<file path="config.mk">
export PLATFORM = sky130hd
export DESIGN_NAME = i2c_clock_divider_search
export DESIGN_NICKNAME = d
export VERILOG_FILES = /design/src/hw/rtl/i2ccds_pkg.sv /design/src/hw/rtl/i2ccds_div.sv /design/src/hw/rtl/i2ccds_dp.sv /design/src/hw/rtl/i2ccds_ctrl.sv /design/src/hw/rtl/i2c_clock_divider_search.sv
export SDC_FILE = /design/constraint.sdc
export NUM_CORES = 2
export LEC_CHECK = 0
export BUFFER_PORTS_ARGS = -buffer_cell sky130_fd_sc_hd__buf_2
export CAP_MARGIN = 0
export CORE_MARGIN = 4
export CORE_UTILIZATION = 40
export DETAILED_ROUTE_END_ITERATION = 6
export PLACE_DENSITY_LB_ADDON = 0.2
export SLEW_MARGIN = 30
export SYNTH_ARGS = -nofsm -noshare
export SYNTH_HDL_FRONTEND = slang
export SYNTH_SLANG_ARGS = --single-unit
</file>
<file path="constraint.sdc">
create_clock -name clk -period 14.5 [get_ports clk]
set_input_delay 4.35 -clock clk [delete_from_list [all_inputs] [get_ports clk]]
set_output_delay 4.35 -clock clk [all_outputs]
set_load 0.01 [all_outputs]
</file>
<file path="src/hw/rtl/i2ccds_pkg.sv">
`timescale 1ns / 1ps

package i2ccds_pkg;

	localparam int unsigned RATE_W          = 23;
	localparam int unsigned CLK_W           = 32;
	localparam int unsigned HALF_W          = 4;
	localparam int unsigned PROD_W          = RATE_W + HALF_W + 1;
	localparam int unsigned DIVM1_W         = 16;
	localparam int unsigned HPM2_W          = 3;
	localparam int unsigned DIVIDER_MAX_DEF = 65536;

	localparam logic [HALF_W-1:0] HALF_FIRST = 4'd9;
	localparam logic [HALF_W-1:0] HALF_LAST  = 4'd2;

	// controller to datapath
	typedef struct packed {
		logic load;
		logic prod_calc;
		logic div_start;
		logic div_capture;
		logic mul_calc;
		logic eval;
		logic out_load;
	} cmd_t;

	// datapath to controller
	typedef struct packed {
		logic div_done;
		logic stop;
		logic last_half;
	} status_t;

endpackage

</file>
<file path="src/hw/rtl/i2ccds_div.sv">
`timescale 1ns / 1ps

module i2ccds_div (
	input  logic                           clk,
	input  logic                           arst_n,
	input  logic                           start,
	input  logic [i2ccds_pkg::CLK_W-1:0]   dividend,
	input  logic [i2ccds_pkg::PROD_W-1:0]  divisor,
	output logic                           done,
	output logic [i2ccds_pkg::CLK_W-1:0]   quotient
);
	import i2ccds_pkg::*;

	localparam int unsigned CNT_W = $clog2(CLK_W);
	localparam logic [CNT_W-1:0] CNT_LAST = CNT_W'(CLK_W - 1);

	logic [PROD_W-1:0] rem_q;
	logic [CLK_W-1:0]  quo_q;
	logic [CNT_W-1:0]  cnt_q;
	logic              busy_q;
	logic              done_q;
	logic [PROD_W:0]   shifted;
	logic [PROD_W:0]   divisor_ext;
	logic              fits;

	// restoring division, one quotient bit per cycle
	assign shifted     = {rem_q, quo_q[CLK_W-1]};
	assign divisor_ext = {1'b0, divisor};
	assign fits        = shifted >= divisor_ext;

	always_ff @(posedge clk or negedge arst_n) begin
		if (!arst_n) begin
			busy_q <= 1'b0;
			done_q <= 1'b0;
			cnt_q  <= '0;
		end else begin
			done_q <= 1'b0;
			if (start) begin
				busy_q <= 1'b1;
				cnt_q  <= '0;
			end else if (busy_q) begin
				cnt_q <= cnt_q + 1'b1;
				if (cnt_q == CNT_LAST) begin
					busy_q <= 1'b0;
					done_q <= 1'b1;
				end
			end
		end
	end

	// the remainder stays below the divisor, so it fits in PROD_W bits
	always_ff @(posedge clk) begin
		if (start) begin
			rem_q <= '0;
			quo_q <= dividend;
		end else if (busy_q) begin
			rem_q <= fits ? PROD_W'(shifted - divisor_ext) : shifted[PROD_W-1:0];
			quo_q <= {quo_q[CLK_W-2:0], fits};
		end
	end

	assign done     = done_q;
	assign quotient = quo_q;

endmodule

</file>
<file path="src/hw/rtl/i2ccds_dp.sv">
`timescale 1ns / 1ps

module i2ccds_dp #(
	parameter int unsigned DIVIDER_MAX = i2ccds_pkg::DIVIDER_MAX_DEF
) (
	input  logic                            clk,
	input  logic                            arst_n,
	input  i2ccds_pkg::cmd_t                cmd,
	output i2ccds_pkg::status_t             status,
	input  logic [i2ccds_pkg::RATE_W-1:0]   bit_rate,
	input  logic [i2ccds_pkg::CLK_W-1:0]    source_clock,
	output logic [i2ccds_pkg::DIVM1_W-1:0]  divider_minus_one,
	output logic [i2ccds_pkg::HPM2_W-1:0]   half_period_minus_two,
	output logic [i2ccds_pkg::CLK_W-1:0]    rate_error,
	output logic                            out_of_range
);
	import i2ccds_pkg::*;

	localparam int unsigned DIVW = $clog2(DIVIDER_MAX + 1);
	localparam logic [DIVW-1:0]  DIV_CAP   = DIVW'(DIVIDER_MAX);
	localparam logic [CLK_W-1:0] DIV_CAP_W = CLK_W'(DIVIDER_MAX);

	logic [RATE_W-1:0]         rate_q;
	logic [CLK_W-1:0]          clk_q;
	logic [HALF_W-1:0]         half_q;
	logic [PROD_W-1:0]         prod_q;
	logic [DIVW-1:0]           div_q;
	logic [CLK_W-1:0]          pd_q;
	logic [DIVW-1:0]           keep_div_q;
	logic [HALF_W-1:0]         keep_half_q;
	logic [CLK_W-1:0]          keep_err_q;
	logic [DIVM1_W-1:0]        divider_minus_one_q;
	logic [HPM2_W-1:0]         half_period_minus_two_q;
	logic [CLK_W-1:0]          rate_error_q;
	logic                      out_of_range_q;

	logic [RATE_W+HALF_W-1:0]  rate_half;
	logic [PROD_W+DIVW-1:0]    pd_full;
	logic [CLK_W-1:0]          quotient;
	logic                      div_done;
	logic [CLK_W-1:0]          err;
	logic                      take;

	i2ccds_div u_div (
		.clk      (clk),
		.arst_n   (arst_n),
		.start    (cmd.div_start),
		.dividend (clk_q),
		.divisor  (prod_q),
		.done     (div_done),
		.quotient (quotient)
	);

	assign rate_half = rate_q * half_q;
	assign pd_full   = prod_q * div_q;
	// the achieved product never exceeds the source clock
	assign err       = clk_q - pd_q;
	assign take      = (err < keep_err_q) || (keep_err_q == '0);

	assign status.div_done  = div_done;
	assign status.stop      = (err == '0) || (div_q >= DIV_CAP);
	assign status.last_half = half_q == HALF_LAST;

	always_ff @(posedge clk) begin
		if (cmd.load) begin
			rate_q     <= bit_rate;
			clk_q      <= source_clock;
			half_q     <= HALF_FIRST;
			keep_err_q <= '0;
		end
		if (cmd.prod_calc) begin
			prod_q <= {rate_half, 1'b0};
		end
		if (cmd.div_capture) begin
			// zero product counts as a saturated divider
			if (prod_q == '0 || quotient > DIV_CAP_W) begin
				div_q <= DIV_CAP;
			end else begin
				div_q <= quotient[DIVW-1:0];
			end
		end
		if (cmd.mul_calc) begin
			pd_q <= pd_full[CLK_W-1:0];
		end
		if (cmd.eval) begin
			half_q <= half_q - 1'b1;
			if (take) begin
				keep_div_q  <= div_q;
				keep_half_q <= half_q;
				keep_err_q  <= err;
			end
		end
		if (cmd.out_load) begin
			if (keep_div_q == '0) begin
				divider_minus_one_q <= '0;
				out_of_range_q      <= 1'b1;
			end else begin
				divider_minus_one_q <= DIVM1_W'(keep_div_q - 1'b1);
				out_of_range_q      <= 1'b0;
			end
			half_period_minus_two_q <= HPM2_W'(keep_half_q - HALF_LAST);
			rate_error_q            <= keep_err_q;
		end
	end

	assign divider_minus_one     = divider_minus_one_q;
	assign half_period_minus_two = half_period_minus_two_q;
	assign rate_error            = rate_error_q;
	assign out_of_range          = out_of_range_q;

	a_err_no_wrap: assert property (@(posedge clk) disable iff (!arst_n)
		cmd.eval |-> pd_q <= clk_q)
		else $error("achieved product exceeds source clock");

	a_half_range: assert property (@(posedge clk) disable iff (!arst_n)
		cmd.eval |-> (half_q >= HALF_LAST) && (half_q <= HALF_FIRST))
		else $error("half length outside search range");

	a_div_capped: assert property (@(posedge clk) disable iff (!arst_n)
		cmd.div_capture |=> div_q <= DIV_CAP)
		else $error("divider above cap");

endmodule

</file>
<file path="src/hw/rtl/i2ccds_ctrl.sv">
`timescale 1ns / 1ps

module i2ccds_ctrl (
	input  logic                 clk,
	input  logic                 arst_n,
	input  logic                 in_valid,
	output logic                 in_stall,
	output logic                 out_valid,
	input  logic                 out_stall,
	output i2ccds_pkg::cmd_t     cmd,
	input  i2ccds_pkg::status_t  status
);
	import i2ccds_pkg::*;

	typedef enum logic [6:0] {
		ST_IDLE      = 7'b0000001,
		ST_PROD      = 7'b0000010,
		ST_DIV_START = 7'b0000100,
		ST_DIV_WAIT  = 7'b0001000,
		ST_MUL       = 7'b0010000,
		ST_EVAL      = 7'b0100000,
		ST_FINISH    = 7'b1000000
	} state_t;

	state_t state_q;
	state_t state_d;
	logic   out_valid_q;
	logic   slot_free;

	// output register can take a new result when empty or being drained
	assign slot_free = !out_valid_q || !out_stall;

	always_comb begin
		state_d         = state_q;
		cmd             = '0;
		unique case (state_q)
			ST_IDLE: begin
				if (in_valid) begin
					cmd.load = 1'b1;
					state_d  = ST_PROD;
				end
			end
			ST_PROD: begin
				cmd.prod_calc = 1'b1;
				state_d       = ST_DIV_START;
			end
			ST_DIV_START: begin
				cmd.div_start = 1'b1;
				state_d       = ST_DIV_WAIT;
			end
			ST_DIV_WAIT: begin
				if (status.div_done) begin
					cmd.div_capture = 1'b1;
					state_d         = ST_MUL;
				end
			end
			ST_MUL: begin
				cmd.mul_calc = 1'b1;
				state_d      = ST_EVAL;
			end
			ST_EVAL: begin
				cmd.eval = 1'b1;
				if (status.stop || status.last_half) begin
					state_d = ST_FINISH;
				end else begin
					state_d = ST_PROD;
				end
			end
			ST_FINISH: begin
				if (slot_free) begin
					cmd.out_load = 1'b1;
					state_d      = ST_IDLE;
				end
			end
			default: begin
				state_d = ST_IDLE;
			end
		endcase
	end

	always_ff @(posedge clk or negedge arst_n) begin
		if (!arst_n) begin
			state_q     <= ST_IDLE;
			out_valid_q <= 1'b0;
		end else begin
			state_q <= state_d;
			if (cmd.out_load) begin
				out_valid_q <= 1'b1;
			end else if (!out_stall) begin
				out_valid_q <= 1'b0;
			end
		end
	end

	assign in_stall  = state_q != ST_IDLE;
	assign out_valid = out_valid_q;

	a_load_starts: assert property (@(posedge clk) disable iff (!arst_n)
		cmd.load |=> state_q == ST_PROD)
		else $error("accepted transaction did not start the search");

	a_result_shown: assert property (@(posedge clk) disable iff (!arst_n)
		cmd.out_load |=> out_valid)
		else $error("loaded result not presented");

	a_hold_finish: assert property (@(posedge clk) disable iff (!arst_n)
		(state_q == ST_FINISH && out_valid_q && out_stall) |=> state_q == ST_FINISH)
		else $error("result dropped while output stalled");

	a_done_in_wait: assert property (@(posedge clk) disable iff (!arst_n)
		status.div_done |-> state_q == ST_DIV_WAIT)
		else $error("divider finished outside wait state");

endmodule

</file>
<file path="src/hw/rtl/i2c_clock_divider_search.sv">
`timescale 1ns / 1ps

// channel  signals                                              direction
// input    in_valid, in_stall, bit_rate, source_clock           in (stall out)
// output   out_valid, out_stall, divider_minus_one,             out (stall in)
//          half_period_minus_two, rate_error, out_of_range
//
// each tried half length runs product, divider start, a pass through the shared
// bit-serial divider, capture, multiply, compare
// a transaction tries one to eight half lengths, from 9 down to 2
// arst_n clears the controller and output valid; no clearing pass
// a new transaction is taken while the previous result waits under out_stall

module i2c_clock_divider_search #(
	parameter int unsigned DIVIDER_MAX = i2ccds_pkg::DIVIDER_MAX_DEF
) (
	input  logic                            clk,
	input  logic                            arst_n,
	input  logic                            in_valid,
	output logic                            in_stall,
	input  logic [i2ccds_pkg::RATE_W-1:0]   bit_rate,
	input  logic [i2ccds_pkg::CLK_W-1:0]    source_clock,
	output logic                            out_valid,
	input  logic                            out_stall,
	output logic [i2ccds_pkg::DIVM1_W-1:0]  divider_minus_one,
	output logic [i2ccds_pkg::HPM2_W-1:0]   half_period_minus_two,
	output logic [i2ccds_pkg::CLK_W-1:0]    rate_error,
	output logic                            out_of_range
);
	import i2ccds_pkg::*;

	cmd_t    cmd;
	status_t status;

	i2ccds_ctrl u_ctrl (
		.clk       (clk),
		.arst_n    (arst_n),
		.in_valid  (in_valid),
		.in_stall  (in_stall),
		.out_valid (out_valid),
		.out_stall (out_stall),
		.cmd       (cmd),
		.status    (status)
	);

	i2ccds_dp #(
		.DIVIDER_MAX (DIVIDER_MAX)
	) u_dp (
		.clk                   (clk),
		.arst_n                (arst_n),
		.cmd                   (cmd),
		.status                (status),
		.bit_rate              (bit_rate),
		.source_clock          (source_clock),
		.divider_minus_one     (divider_minus_one),
		.half_period_minus_two (half_period_minus_two),
		.rate_error            (rate_error),
		.out_of_range          (out_of_range)
	);

endmodule

</file>
== Yosys cells after proc, flatten, opt, wreduce, memory -nomap -nowiden ==
Index checks and enable logic that the tools add are counted.

* Register bits after elaboration: 313
* Input bits: 59
* Output and inout bits: 54
* Logic and storage cells: 95

* $add $sub $neg: 6
* Multiply operators: 2
* Order comparisons: 4
* Equal/unequal tests: 14
* Mux-type cells: 34
* Reduce and logical (&&, ||, !) cells: 15

{| class="wikitable"
|+ Operator list
! cell !! count
|-
| $mux 32 || 5
|-
| $logic_not 32->1 || 2
|-
| $pmux 7 s7 || 1
|-
| $gt 32x17->1 const B || 1
|-
| $lt 32x32->1 || 1
|-
| $sub 32x32->32 || 1
|-
| $mul 27x17->31 || 1
|-
| $ge 29x28->1 || 1
|-
| $logic_not 28->1 || 1
|-
| $mux 28 || 1
|-
| $mux 7 || 4
|-
| $sub 28x28->28 || 1
|-
| $mul 23x4->27 || 1
|-
| $mux 1 || 19
|-
| $ge 17x17->1 const B || 1
|-
| $logic_not 17->1 || 1
|-
| $sub 16x1->16 const B || 1
|-
| $mux 5 || 2
|-
| $mux 4 || 2
|-
| $eq 7x1->1 const B || 1
|-
| $eq 7x2->1 const B || 1
|-
| $eq 7x3->1 const B || 1
|-
| $eq 7x4->1 const B || 1
|-
| $eq 7x5->1 const B || 1
|-
| 15 further kinds || 23
|}

== Longest topological paths before layout ==
* Depth after elaboration: 6
* Mapped depth: 25
* Gate-level depth less buffers: 24

== Modules after synthesis ==
A second synthesis with hierarchy kept.

* Cell total of the unflattened synthesis: 2970
* Area, all modules: 29275.6 um2

{| class="wikitable"
|+ By module, submodules not included
! module !! instances !! cells each !! area each (um2) !! seq. area each (um2)
|-
| i2ccds_dp || 1 || 2453 || 24392.1 || 6826.5
|-
| i2ccds_div || 1 || 468 || 4423.0 || 1696.6
|-
| i2ccds_ctrl || 1 || 49 || 460.4 || 201.4
|}

== Worst setup path before layout ==
OpenSTA, ideal clock, no wires.

* Path kind: input -> register
* Start point: in out_stall
* End point: reg u_dp.divider_minus_one_q[0], in the netlist u_dp.divider_minus_one[0] (enable)
* Setup time: 479 ps
* Data arrival time: 6909 ps
* Data required time: 14021 ps
* Path slack: 7113 ps
* Stages on the path: 1
* Path buffers: 0
* Path through: a21oi_1

* Longest elaborated chain between the ends: 4

{| class="wikitable"
|+ RTL lines
! item !! line !! RTL
|-
| start: declaration || i2c_clock_divider_search.sv:24 || <nowiki>input logic out_stall,</nowiki>
|-
| $logic_not 1->1 || i2ccds_ctrl.sv:31 || <nowiki>assign slot_free = !out_valid_q || !out_stall;</nowiki>
|-
| $logic_or 1x1->1 || i2ccds_ctrl.sv:31 ||
|-
| $mux 1 || i2ccds_ctrl.sv:70 || <nowiki>if (slot_free) begin</nowiki>
|-
| $mux 1 || i2ccds_ctrl.sv:36 || <nowiki>unique case (state_q)</nowiki>
|-
| end signal: assignment || i2ccds_dp.sv:98 || <nowiki>divider_minus_one_q <= DIVM1_W'(keep_div_q - 1'b1);</nowiki>
|-
| end: declaration || i2ccds_dp.sv:32 || <nowiki>logic [DIVM1_W-1:0] divider_minus_one_q;</nowiki>
|}

Every way passes these cells.
A chain may end at the register's enable or synchronous reset.

== Final worst setup path ==
* Start point: reg u_dp.prod_q[6]
* End point: reg u_dp.pd_q[31] (data pin)

* Longest elaborated chain between the ends: 1

{| class="wikitable"
|+ RTL lines
! item !! line !! RTL
|-
| start: declaration || i2ccds_dp.sv:26 || <nowiki>logic [PROD_W-1:0] prod_q;</nowiki>
|-
| start signal: assignment || i2ccds_dp.sv:72 || <nowiki>prod_q <= {rate_half, 1'b0};</nowiki>
|-
| $mul 27x17->31 || i2ccds_dp.sv:55 || <nowiki>assign pd_full = prod_q * div_q;</nowiki>
|-
| net u_dp.pd_full[31] || i2ccds_dp.sv:38 || <nowiki>logic [PROD_W+DIVW-1:0] pd_full;</nowiki>
|-
| end signal: assignment || i2ccds_dp.sv:83 || <nowiki>pd_q <= pd_full[CLK_W-1:0];</nowiki>
|-
| end: declaration || i2ccds_dp.sv:28 || <nowiki>logic [CLK_W-1:0] pd_q;</nowiki>
|}

The timed path passes the listed nets, and every way through them passes these cells.

==> impl_table.tex <==
\begin{tabular}{lr}
\hline
Metric & Value \\
\hline
\multicolumn{2}{l}{\textbf{Synthesis}} \\
\quad Cell types with the largest area share after synthesis & sky130\_fd\_sc\_hd\_\_edfxtp\_1 (24\%), sky130\_fd\_sc\_hd\_\_fa\_1 (23\%), sky130\_fd\_sc\_hd\_\_ha\_1 (8.2\%) \\
\quad Fraction of the yosys area taken by sequential cells & 0.297 \\
\quad Synthesized area per cell & 9.48 µm² \\
\quad Count of unique library cells instantiated by Yosys & 79 \\
\quad Cell types with the highest counts after synthesis & sky130\_fd\_sc\_hd\_\_inv\_1 (567), sky130\_fd\_sc\_hd\_\_nand2\_1 (481), sky130\_fd\_sc\_hd\_\_fa\_1 (343) \\
\quad Cell type contributing the most total cell area after synthesis & sky130\_fd\_sc\_hd\_\_edfxtp\_1 \\
\quad Syn Nets & roughly 3.7k \\
\quad Cell with the most instances after synthesis & sky130\_fd\_sc\_hd\_\_inv\_1 \\
\quad Syn. warnings & 0 \\
\quad Share of the synthesized area in the top cell type & 0.243 \\
\quad Post-Syn Instances & 3099 \\
\quad Number of register bits inferred by synthesis & 313 \\
\quad Predominant post-synthesis flop cell & sky130\_fd\_sc\_hd\_\_edfxtp\_1 \\
\quad Post-synth EDFFs & 238 \\
\quad Post-Syn Area & between 20000 and 30000 µm² \\
\quad Async set-reset flop share out of synthesis & 0.0479 \\
\multicolumn{2}{l}{\textbf{Floorplan}} \\
\quad Number of placed I/O pins & 113 \\
\quad Die Footprint & between 70000 and 80000 µm² \\
\quad Initial Utilization & 0.403 \\
\quad Floorplan Core Area & 72800 µm² \\
\quad Die extent in x & between 200 and 300 µm \\
\quad Floorplan die height & 279 µm \\
\quad Number of placement rows & a little under 100 \\
\multicolumn{2}{l}{\textbf{Clocking}} \\
\quad Clock root buffer master & sky130\_fd\_sc\_hd\_\_clkbuf\_16 \\
\quad Skew-Pair Late Insertion Delay & $\sim$0.57 ns \\
\quad Reg clk slew, reported paths & 0.07 ns \\
\quad Number of hold buffers added after CTS & 0 \\
\quad Maximum clock insertion buffer count & 3 \\
\quad Resized Gates After CTS & 0 \\
\quad CTS H-Tree Depth & 2 \\
\quad Setup Buffers After CTS & 0 \\
\quad TritonCTS clock tree & built \\
\quad Clock sink count & 313 \\
\quad CTS Buf Count & 37 \\
\multicolumn{2}{l}{\textbf{Global routing}} \\
\quad Maximum number of pins on one net before global-route repair & 53 \\
\quad GRT Resource Usage Total & 0.199 \\
\quad Wire length of the first global-routing pass & 123000 µm \\
\quad Number of global-route vias before repair & 22.7k \\
\quad Number of antenna violations at the first check in global routing & 1 \\
\quad Global-route congestion overflow total & 0 \\
\multicolumn{2}{l}{\textbf{Setup path}} \\
\quad Crit start category & register \\
\quad CP Data Required Time & between 10 and 15 ns \\
\quad Arrival time reported for the critical path endpoint & approximately 7.3 ns \\
\quad Type of element capturing the critical path & register \\
\quad Setup Crit Path Kind & reg2reg \\
\quad CP Max Fanout & 19 \\
\multicolumn{2}{l}{\textbf{Detailed routing}} \\
\quad Initial DRC count & 1465 \\
\quad Number of vias in the routed layout & 21.6k \\
\quad Routed wire length per instance & 18.6 µm \\
\quad Average vias per placed instance & 5.19 \\
\quad DRC Markers & 0 \\
\quad First-pass DRT Iterations & 6 \\
\quad Post-detailed-routing wire length & $\sim$77000 µm \\
\quad Routed Antenna Nets & 0 \\
\multicolumn{2}{l}{\textbf{Timing}} \\
\quad Final Skew & $\sim$0.044 ns \\
\quad Final worst path period share & 0.486 \\
\quad Worst-margin pin slew & approximately 1.0 ns \\
\quad Fin Setup TNS & 0 ns \\
\quad Number of hold violations in the final report & 0 \\
\quad Maximum clock rate & 142 MHz \\
\quad Total count of max-transition violations in the final report & 0 \\
\quad Clock period minus worst slack & between 7 and 8 ns \\
\quad Setup violators final & 0 \\
\quad Relative slew slack & 0.305 \\
\quad RSZ-0062 raised after global routing & no \\
\multicolumn{2}{l}{\textbf{Placed design}} \\
\quad Detailed placement HPWL & between 50000 and 60000 µm \\
\quad Count of buffers inserted at the top-level ports & 112 \\
\quad Final RePlAce weighted congestion & 0.896 \\
\multicolumn{2}{l}{\textbf{Final layout}} \\
\quad Number of nets in the layout & 3757 \\
\quad Fraction of final layout cells with drive strength greater than 1 & 0.0743 \\
\quad Area growth from synthesis to final layout & 9.45\% \\
\multicolumn{2}{l}{\textbf{Worst hold path}} \\
\quad Class of the worst hold path & reg2reg \\
\multicolumn{2}{l}{\textbf{Outcome}} \\
\quad Result of the run & finished, final reports clean \\
\multicolumn{2}{l}{\textbf{Job}} \\
\quad Max-cap viol count & 0 \\
\hline
\end{tabular}
## final timing paths
path                                           from                             to  slack, ns  depth (start not counted)
worst max-delay path                 u_dp.prod_q[6]                  u_dp.pd_q[31]       7.45                         21
worst min-delay path            u_dp.keep_half_q[0]  u_dp.half_period_minus_two[0]       0.44                          0
worst max register to register       u_dp.prod_q[6]                  u_dp.pd_q[31]       7.45                         21
worst min register to register  u_dp.keep_half_q[0]  u_dp.half_period_minus_two[0]       0.44                          0
max in group asynchronous                    arst_n              u_ctrl.state_q[0]      10.47                          1
min in group asynchronous                    arst_n            u_dp.u_div.cnt_q[0]       3.71                          1
## cells by family after synthesis
kind of cell | synth area share
flops | 0.297
buf+inv | 0.0910
compound gates | 0.0824
fa+ha+maj | 0.316
mux | 0.0144
xor+xnor | 0.0370
simple gates | 0.162
## registers in the layout (all words and copies together), names as in the netlist
signal and cells:
u_ctrl.out_valid 1, u_ctrl.state_q 7, u_dp.clk_q 32, u_dp.div_q 17, u_dp.divider_minus_one 16, u_dp.half_period_minus_two 3, u_dp.half_q 4, u_dp.keep_div_q 17
u_dp.keep_err_q 32, u_dp.keep_half_q 3, u_dp.out_of_range 1, u_dp.pd_q 31, u_dp.prod_q 27, u_dp.rate_error 32, u_dp.rate_q 23, u_dp.u_div.busy_q 1
u_dp.u_div.cnt_q 5, u_dp.u_div.done 1, u_dp.u_div.quotient 32, u_dp.u_div.rem_q 28
## metrics by stage
step / hold slack (ns) / util / instances / worst slack [ns] / cell area (µm²)
floorplan: 0.400 / - / 3099 / 7.11 / 29400
global placement: 0.424 / 0.424 / 4076 / 7.49 / 30900
detailed placement: 0.421 / 0.425 / 4079 / 7.57 / 30900
CTS: 0.441 / 0.441 / 4146 / 7.50 / 32100
global route: 0.446 / 0.441 / 4150 / 6.85 / 32100
finish: 0.437 / 0.441 / 4150 / 7.45 / 32100
## layer usage
layer / track usage / share of wire
met1: 0.258 / 0.43
met2: 0.338 / 0.48
met3: 0.0262 / 0.052
met4: 0.0820 / 0.045
met5: 0 / 0
## critical path: stages (launching register included)
cell,delay [ns]
sky130_fd_sc_hd__edfxtp_1,0.99
sky130_fd_sc_hd__nand2_1,0.19
sky130_fd_sc_hd__fa_1,0.55
sky130_fd_sc_hd__fa_1,0.55
sky130_fd_sc_hd__inv_1,0.04
sky130_fd_sc_hd__ha_1,0.19
sky130_fd_sc_hd__fa_1,0.44
sky130_fd_sc_hd__ha_1,0.29
sky130_fd_sc_hd__inv_1,0.04
sky130_fd_sc_hd__fa_1,0.47
sky130_fd_sc_hd__inv_1,0.04
sky130_fd_sc_hd__ha_1,0.31
sky130_fd_sc_hd__o21ai_0,0.29
sky130_fd_sc_hd__a21oi_1,0.11
sky130_fd_sc_hd__o41ai_1,0.58
sky130_fd_sc_hd__o21ai_0,0.37
sky130_fd_sc_hd__nand2b_1,0.19
sky130_fd_sc_hd__a31oi_1,0.13
sky130_fd_sc_hd__o41ai_1,0.56
sky130_fd_sc_hd__o31ai_1,0.15
sky130_fd_sc_hd__a21oi_1,0.20
sky130_fd_sc_hd__xnor2_1,0.09
## area by class of cell
class | count | area [µm²]
inverter | 567 | 2130
clock inverter | 19 | 196
fill | 7140 | 40700
sequential | 313 | 8720
antenna | 1 | 2.50
multi-input combinational | 2090 | 18000
clock buffer | 48 | 988
tap | 959 | 1200
timing repair buffer | 153 | 895
## cells in the final DEF, fill, tap and decap left out, types with 6 or more instances in the layout
cell type                   Yosys  final
sky130_fd_sc_hd__fa_1         343    343
sky130_fd_sc_hd__ha_1         193    193
sky130_fd_sc_hd__a211oi_1      10     10
sky130_fd_sc_hd__o22ai_1        6      6
sky130_fd_sc_hd__and3_1        10     10
sky130_fd_sc_hd__o21ai_0       76     76
sky130_fd_sc_hd__edfxtp_1     238    238
sky130_fd_sc_hd__nor2_1       129    129
sky130_fd_sc_hd__nand3_1       31     31
sky130_fd_sc_hd__o31ai_1        8      8
sky130_fd_sc_hd__buf_2          2    112
sky130_fd_sc_hd__mux2_2         9      9
sky130_fd_sc_hd__o21bai_1       8      8
sky130_fd_sc_hd__or2_2          6      6
sky130_fd_sc_hd__and2_1       196    196
sky130_fd_sc_hd__nand2_1      481    481
sky130_fd_sc_hd__nor3_1        27     27
sky130_fd_sc_hd__o211ai_1      11     11
sky130_fd_sc_hd__dfrtp_1       14     14
sky130_fd_sc_hd__xor2_1        31     31
sky130_fd_sc_hd__clkinv_1       0      6
sky130_fd_sc_hd__clkbuf_1     121     10
sky130_fd_sc_hd__or3_1          7      7
sky130_fd_sc_hd__clkbuf_16      0     38
sky130_fd_sc_hd__o41ai_1        9      9
sky130_fd_sc_hd__mux2i_1       32     32
sky130_fd_sc_hd__nand2b_1      17     17
sky130_fd_sc_hd__o21a_1        16     16
sky130_fd_sc_hd__nor2b_1       23     23
sky130_fd_sc_hd__a21oi_1      140    139
sky130_fd_sc_hd__inv_1        567    565
sky130_fd_sc_hd__a21o_1        37     37
sky130_fd_sc_hd__a31oi_1       11     11
sky130_fd_sc_hd__or4_1          6      6
sky130_fd_sc_hd__buf_4          0     35
sky130_fd_sc_hd__xnor2_1       93     93
sky130_fd_sc_hd__nor4_1        32     31
sky130_fd_sc_hd__nand4_1       24     24
sky130_fd_sc_hd__dfxtp_1       60     60
sky130_fd_sc_hd__clkinv_2       0      6
Power is not shown: default switching activity piles up to over one toggle a cycle in this logic, so the estimate is an artifact.
